## config.mk

```make
export PLATFORM = sky130hd
export DESIGN_NAME = tmcw_ctrl
export DESIGN_NICKNAME = d
export VERILOG_FILES = /design/src/hdl/tmcw_pkg.sv /design/src/hdl/tmcw_ctrl.sv
export SDC_FILE = /design/constraint.sdc
export NUM_CORES = 1
export LEC_CHECK = 0
export ABC_AREA = 1
export BUFFER_PORTS_ARGS = -buffer_cell sky130_fd_sc_hd__clkbuf_2
export CAP_MARGIN = 20
export CORE_MARGIN = 2
export CORE_UTILIZATION = 34
export CTS_BUF_LIST = sky130_fd_sc_hd__clkbuf_2 sky130_fd_sc_hd__clkbuf_4 sky130_fd_sc_hd__clkbuf_8
export DETAILED_ROUTE_END_ITERATION = 8
export GPL_ROUTABILITY_DRIVEN = 0
export PLACE_DENSITY = 0.52
export REMOVE_ABC_BUFFERS = 1
export SYNTH_ARGS = -nofsm -noshare
export SYNTH_HDL_FRONTEND = slang
export SYNTH_SLANG_ARGS = --single-unit
```

## constraint.sdc

```tcl
create_clock -name clk -period 5.33 [get_ports clk]
set_input_delay 0.533 -clock clk [delete_from_list [all_inputs] [get_ports clk]]
set_output_delay 0.533 -clock clk [all_outputs]
set_load 0.1 [all_outputs]
```

## src/hdl/tmcw_pkg.sv

```systemverilog
package tmcw_pkg;

	localparam int COLUMNS = 80;
	localparam int ROWS    = 25;
	localparam int CELLS   = COLUMNS * ROWS;

	localparam int ADDR_W = $clog2(CELLS);
	localparam int COL_W  = 7;
	localparam int ROW_W  = 5;
	localparam int CELL_W = 16;
	localparam int ATTR_W = 8;
	localparam int CHAR_W = 8;

	localparam logic [CHAR_W-1:0] CH_BS    = 8'h08;
	localparam logic [CHAR_W-1:0] CH_TAB   = 8'h09;
	localparam logic [CHAR_W-1:0] CH_LF    = 8'h0A;
	localparam logic [CHAR_W-1:0] CH_CR    = 8'h0D;
	localparam logic [CHAR_W-1:0] CH_SPACE = 8'h20;
	localparam logic [CHAR_W-1:0] CH_HIGH  = 8'h80;
	localparam logic [COL_W:0]    TAB_STEP = 8'd8;
	localparam logic [COL_W:0]    TAB_MASK = ~8'd7;

	typedef enum logic [1:0] {
		REQ_PUT     = 2'd0,
		REQ_CLEAR   = 2'd1,
		REQ_ADVANCE = 2'd2,
		REQ_READ    = 2'd3
	} req_t;

	typedef enum logic [2:0] {
		ST_IDLE,
		ST_EXEC,
		ST_READ,
		ST_COPY,
		ST_BLANK,
		ST_CLEAR
	} state_t;

	typedef struct packed {
		logic              we;
		logic [ADDR_W-1:0] waddr;
		logic [CELL_W-1:0] wdata;
		logic [ADDR_W-1:0] raddr;
	} mem_req_t;

	typedef struct packed {
		logic              valid;
		logic [COL_W-1:0]  col;
		logic [ROW_W-1:0]  row;
		logic [ADDR_W-1:0] hw;
		logic [CELL_W-1:0] rdata;
		logic              scrolled;
	} res_t;

	function automatic logic [ADDR_W-1:0] cell_loc(input logic [ROW_W-1:0] row,
			input logic [COL_W-1:0] col);
		cell_loc = ADDR_W'(row) * ADDR_W'(COLUMNS) + ADDR_W'(col);
	endfunction

endpackage

```

## src/hdl/tmcw_ctrl.sv

```systemverilog
module tmcw_ctrl (
	input  logic                           clk,
	input  logic                           arst_n,
	input  logic                           start,
	input  logic [1:0]                     req_type,
	input  logic [tmcw_pkg::CHAR_W-1:0]    char_code,
	input  logic [tmcw_pkg::ADDR_W-1:0]    read_address,
	input  logic [tmcw_pkg::ATTR_W-1:0]    attr,
	input  logic [tmcw_pkg::CELL_W-1:0]    mem_rdata,
	output tmcw_pkg::mem_req_t             mem_req,
	output tmcw_pkg::res_t                 res,
	output logic                           busy
);
	import tmcw_pkg::*;

	state_t            state_q, state_n;
	logic [ADDR_W-1:0] cnt_q, cnt_n;
	logic [COL_W-1:0]  col_q, col_n;
	logic [ROW_W-1:0]  row_q, row_n;
	logic [ADDR_W-1:0] hw_q, hw_n;
	logic              pend_s1, pend_n;
	logic [ADDR_W-1:0] waddr_s1, waddr_n;

	req_t              req_q;
	logic [CHAR_W-1:0] char_q;
	logic [ADDR_W-1:0] addr_q;

	logic [COL_W:0]    col_t;
	logic [ROW_W:0]    row_t;
	logic              put_wr;
	logic              scroll;
	logic [CELL_W-1:0] blank;

	assign blank = {attr, CH_SPACE};
	assign busy  = (state_q != ST_IDLE);

	always_ff @(posedge clk or negedge arst_n) begin
		if (!arst_n) begin
			state_q <= ST_IDLE;
			cnt_q   <= '0;
			col_q   <= '0;
			row_q   <= '0;
			hw_q    <= '0;
			pend_s1 <= 1'b0;
		end else begin
			state_q <= state_n;
			cnt_q   <= cnt_n;
			col_q   <= col_n;
			row_q   <= row_n;
			hw_q    <= hw_n;
			pend_s1 <= pend_n;
		end
	end

	always_ff @(posedge clk) begin
		waddr_s1 <= waddr_n;
		if (state_q == ST_IDLE && start) begin
			req_q  <= req_t'(req_type);
			char_q <= char_code;
			addr_q <= read_address;
		end
	end

	// cursor move for put and advance, with wrap and scroll
	always_comb begin
		col_t  = {1'b0, col_q};
		row_t  = {1'b0, row_q};
		put_wr = 1'b0;
		if (req_q == REQ_ADVANCE) begin
			col_t = col_t + 1'b1;
		end else begin
			priority if (char_q == CH_BS) begin
				if (col_q != '0) begin
					col_t = col_t - 1'b1;
				end
			end else if (char_q == CH_TAB) begin
				col_t = (col_t + TAB_STEP) & TAB_MASK;
			end else if (char_q == CH_CR) begin
				col_t = '0;
			end else if (char_q == CH_LF) begin
				col_t = '0;
				row_t = row_t + 1'b1;
			end else if (char_q >= CH_SPACE && char_q < CH_HIGH) begin
				put_wr = 1'b1;
				col_t  = col_t + 1'b1;
			end else begin
				// drop other control bytes and high bytes
				put_wr = 1'b0;
			end
		end
		if (col_t >= (COL_W+1)'(COLUMNS)) begin
			col_t = '0;
			row_t = row_t + 1'b1;
		end
		scroll = (row_t >= (ROW_W+1)'(ROWS));
		if (scroll) begin
			row_t = (ROW_W+1)'(ROWS - 1);
		end
	end

	always_comb begin
		state_n       = state_q;
		cnt_n         = cnt_q;
		col_n         = col_q;
		row_n         = row_q;
		hw_n          = hw_q;
		pend_n        = 1'b0;
		waddr_n       = waddr_s1;
		mem_req.we    = 1'b0;
		mem_req.waddr = cnt_q;
		mem_req.wdata = blank;
		mem_req.raddr = addr_q;
		res.valid     = 1'b0;
		res.col       = col_q;
		res.row       = row_q;
		res.hw        = hw_q;
		res.rdata     = '0;
		res.scrolled  = 1'b0;
		unique case (state_q)
			ST_IDLE: begin
				if (start) begin
					state_n = ST_EXEC;
				end
			end
			ST_EXEC: begin
				unique case (req_q)
					REQ_PUT, REQ_ADVANCE: begin
						col_n = col_t[COL_W-1:0];
						row_n = row_t[ROW_W-1:0];
						if (req_q == REQ_PUT) begin
							hw_n          = cell_loc(row_t[ROW_W-1:0], col_t[COL_W-1:0]);
							mem_req.we    = put_wr;
							mem_req.waddr = cell_loc(row_q, col_q);
							mem_req.wdata = {attr, char_q};
						end
						if (scroll) begin
							state_n = ST_COPY;
							cnt_n   = '0;
						end else begin
							state_n   = ST_IDLE;
							res.valid = 1'b1;
							res.col   = col_n;
							res.row   = row_n;
							res.hw    = hw_n;
						end
					end
					REQ_CLEAR: begin
						col_n   = '0;
						row_n   = '0;
						hw_n    = '0;
						cnt_n   = '0;
						state_n = ST_CLEAR;
					end
					REQ_READ: begin
						state_n = ST_READ;
					end
					default: state_n = ST_IDLE;
				endcase
			end
			ST_READ: begin
				state_n   = ST_IDLE;
				res.valid = 1'b1;
				if (addr_q < ADDR_W'(CELLS)) begin
					res.rdata = mem_rdata;
				end
			end
			ST_COPY: begin
				// read a row below, write it back in the next cycle
				mem_req.we    = pend_s1;
				mem_req.waddr = waddr_s1;
				mem_req.wdata = mem_rdata;
				mem_req.raddr = cnt_q + ADDR_W'(COLUMNS);
				if (cnt_q < ADDR_W'(CELLS - COLUMNS)) begin
					pend_n  = 1'b1;
					waddr_n = cnt_q;
					cnt_n   = cnt_q + 1'b1;
				end else begin
					state_n = ST_BLANK;
				end
			end
			ST_BLANK, ST_CLEAR: begin
				mem_req.we = 1'b1;
				if (cnt_q == ADDR_W'(CELLS - 1)) begin
					state_n      = ST_IDLE;
					res.valid    = 1'b1;
					res.scrolled = (state_q == ST_BLANK);
				end else begin
					cnt_n = cnt_q + 1'b1;
				end
			end
			default: state_n = ST_IDLE;
		endcase
	end

endmodule

```

======== Yosys cells after proc, flatten, opt, wreduce, memory -nomap -nowiden ========
Cells that the tools add are included.
word-level totals
  bits in registers ....................... 70
  bits in latches ......................... 0
  bits in writable memories ............... 0
  memory bits (read-only) ................. 0
  output and inout port bits .............. 81
  logic and storage cells ................. 113
  memories kept ........................... 0
operators by class
  add/sub/neg operators ................... 9
  multiply operators ...................... 2
  divide/modulo/power cells ............... 0
  order comparisons ....................... 6
  eq/ne operators ......................... 20
  shifts and indexed selects .............. 0
  multiplexer cells ....................... 52
  bitwise logic cells ..................... 0
  reduce and logical (&&, ||, !) cells .... 14
operators by type and width
  cell                   count
  $mux 28                2
  $mux 8                 7
  $mux 11                5
  $pmux 27 s2            1
  $mux 24                2
  $pmux 11 s2            2
  $mux 6                 6
  $pmux 11 s3            1
  $eq 8x4->1 const B     4
  $mux 16                2
  $mux 23                1
  $add 11x7->11          2
  $lt 11x11->1 const B   2
  $mul 5x3->7 const B    2
  $pmux 7 s2             1
  $pmux 3 s4             1
  $add 11x1->11 const B  1
  $add 11x7->11 const B  1
  $eq 11x11->1 const B   1
  $mux 1                 11
  $ne 2x2->1 const B     5
  $pmux 5 s2             1
  $mux 3                 3
  $pmux 3 s3             1
  30 further kinds       38

======== Longest topological paths before layout ========
  depth in word-level cells ............... 18
  mapped depth ............................ 33
  depth with buffers taken out ............ 33

======== Worst setup path after synthesis ========
Ideal clock, no wire load.
  kind .................................... reg-to-output
  from .................................... register char_q[7]
  to ...................................... output res[22] in the netlist's numbering
  data arrival time ....................... 4859 ps
  data required time ...................... 4797 ps
  setup slack ............................. -62 ps
  stages on the path, launching flop included .. 22
  path through ............................ edfxtp_1 -> nor2_2 -> nand2_4 -> inv_4 -> nand2_4 -> nor2_4 -> xor2_2 -> ha_1 -> nand4_1 -> xnor2_1 -> nand2_1 -> nand2_2 -> nor2_4 -> nand2_4 -> nand2_1 -> nor2_1 -> ha_1 -> ha_1 -> nand2_1 -> o21ai_0 -> inv_1 -> o21ai_0
RTL lines
  item                    line             source
  start, declared         tmcw_ctrl.sv:25  logic [CHAR_W-1:0] char_q;
  start signal, assigned  tmcw_ctrl.sv:59  char_q <= char_code;
  end, declared           tmcw_ctrl.sv:11  output tmcw_pkg::res_t res,

==> out/qor.yml <==
synth-compound-area-share: 0.160
r2r-start: "col_q[6]$_DFFE_PN0P_"
layout.nets: 1000
drt-initial-drc-count: 368
synth_flop_cell: "dfrtp_1"
cts_sinks: 70
synth_common_cells: "189 x nand2_1, 94 x inv_1, 84 x o21ai_0, 61 x nor2_1, 45 x nand3_1"
setup_viol: 0
crit_start: "col_q[6]$_DFFE_PN0P_"
ys_types: 54
drt-total-wl_um: 17600
synth_top_family_by_area: "simple AND/OR/NAND/NOR gates"
dp_hpwl_um: 12800
diodes: 0
cp.arrival_ps: 4590
synth-adder-area-share: 0.0687
routedWlPerCell_um: 15.4
fin_worst_skew_ps: 15.7
htreeDepth: 3
synthArstFlopShare: 0.543
grt_max_degree: 42
n_fill_cell: 1698
path_clk_slew_ps: 90
worst_skew_pair.late_latency_ps: 380
cp-end-kind: "output port"
overflow: 0
rows: 46
yosysWarnings: 0
worst_pin_slew_ps: 642
cts_root_buf: "clkbuf_8"
synth_most_common_cell: "nand2_1"
report.final.slew_viol_count: 0
synth_mux_area_frac: 0
hold_viol: 0
p_per_area_nw_per_um2: 155
fin_area_um2: 7240
grt_pass1_wl_um: 27600
numPortBuffers: 128
ant_nets: 0
register_area_um2: 1920
synth-xor-area-share: 0.0263
synth_edf_count: 32
via_per_inst: 4.98
clk_path_buf_depth: 2
path_class: "flop to output port"
finalCritPeriodShare: 0.961
grt_pass1_vias: 5284
area_growth_pct: 29.0
yosys.area_share.simple: 0.313
max_freq_ghz: 0.195
netlist_area_um2: 5610
coreArea_um2: 16000
vias: 5694
die_x_um: 132
cts_tree: "built"
antenna_found_initial: 0
synth_top_area_frac: 0.171
critical_path_required_ps: 4800
max-cap-violations: 0
worst_ir_drop_vdd_v: 0.000186
slew-limit-headroom: 0.572
synth-seq-cells: 70
power.leakage_nw: 3.56
synth_area_leaders: "edfxtp_1 17%, dfrtp_1 17%, nand2_1 13%"
pin_count: 129
syn_inst: 769
drt_pass1_iterations: 4
min_path_type: "input pin to asynchronous set/reset pin"
avgSynthCellArea_um2: 7.30
grt_usage: 0.198
start_util: 0.351
multi_input_area_um2: 3430
final.min_clock_period_ps: 5120
synth_largest_area_cell: "edfxtp_1"
power_mw: 1.12
cp-start-kind: "flop"
drive_gt1_frac: 0.308
critPathMaxFanout: 7
outcome: "finished, final reports clean"
cts_buffers: 9
dieArea_um2: 17600
dpl_cell_area_um2: 6520
die_h_um: 132
yosysSeqAreaShare: 0.341
drcViolationCount: 0
==> layout make-up <==
class / instances / area share
inverters: 105 / 0.0570
flip-flops and latches: 70 / 0.265
clock buffers: 9 / 0.0171
multi-input cells: 569 / 0.474
repair buffers: 168 / 0.137
well taps: 216 / 0.0373
clock inverters: 7 / 0.0133
==> what timing repair did <==
item	in CTS	in global routing
setup endpoints to repair	1	5
resized for setup	1	67
hold buffers	0	0
setup buffers	1	26
pin swaps	0	25
endpoints found under the hold margin	0	0
==> path summary, 6_finish.rpt <==
path,endpoint,slack [ps],depth (start not counted)
min in group clk,char_q[3]$_DFFE_PP_,320,1
worst max register to register,hw_q[10]$_DFFE_PN0P_,1280,23
worst min register to register,waddr_s1[0]$_DFFE_PP_,500,0
max in group asynchronous,col_q[5]$_DFFE_PN0P_,4670,2
worst min-delay path,cnt_q[3]$_DFFE_PN0P_,230,2
worst max-delay path,res[27],210,27
==> cells by family (layout without fill, tap and decap cells) <==
kind of cell,after synthesis,count (layout)
buf+inv,130,289
fa+ha+maj,29,29
compound gates,156,156
flops,70,70
xor+xnor,16,16
simple gates,368,368
==> sequential cells by signal, summed over array words and instances (netlist names) <==
name      count
req_q         2
row_q         5
cnt_q        11
col_q         7
hw_q         11
char_q        8
state_q       3
pend_s1       1
addr_q       11
waddr_s1     11
==> metrics by stage <==
step            util  std cells  setup slack (ps)  TNS [ps]  hold WS [ps]
6_report       0.452       1144               210         0           232
5_1_grt        0.452       1144             -62.7     -66.1           275
4_1_cts        0.422       1116              29.0         0           246
3_5_place_dp   0.407       1099               395         0           483
3_3_place_gp   0.407       1099               495         0           486
2_1_floorplan      -        744              -116      -116           237
==> worst max-delay path, cell delays in order, from the launching register on <==
cell     delay (ps)
dfrtp_1         570
inv_1           200
nor2_1          300
nand3_1         160
a21oi_2         200
a21oi_4          70
buf_4           170
nand3_1          90
nand2_1          80
inv_2            90
nand3_2          90
nand2_4         120
nand3_4          80
nor2_4          140
a21oi_1          80
ha_4            180
fa_2            580
inv_2            50
nor4_2          260
nand2_1         100
nand2_1          70
nand2_1          50
nand3_1          70
o21ai_2          70
nand2_1          60
nand2_1          70
inv_2            70
buf_12          160
==> report_power, final <==
part	switching (mW)	total, mW	internal [mW]
clock	0.236	0.502	0.266
combinational	0.0395	0.0561	0.0167
sequential	0	0.563	0.563
==> cells in the final DEF, fill, tap and decap left out, types with 11 or more instances in the layout <==
cell / netlist / final
nor2_1: 61 / 52
clkbuf_2: 2 / 125
nand2_2: 10 / 15
o21ai_0: 84 / 84
dfrtp_1: 38 / 33
ha_1: 26 / 20
a21oi_1: 25 / 24
nand2_4: 10 / 11
nand2_1: 189 / 182
edfxtp_1: 32 / 32
nand3_1: 45 / 40
inv_2: 7 / 11
inv_1: 94 / 87
nor3_1: 18 / 17
o22ai_1: 15 / 15
nor2_4: 6 / 11
buf_4: 0 / 36
==> metal layers <==
metal | global-route usage | up-vias | share of wire
met4 | 0.0478 | 0 | 0.014
li1 | - | 2866 | -
met3 | 0.0341 | 19 | 0.040
met2 | 0.329 | 118 | 0.48
met1 | 0.268 | 2691 | 0.47
met5 | 0 | - | 0
(Power assumes the default switching activity.)
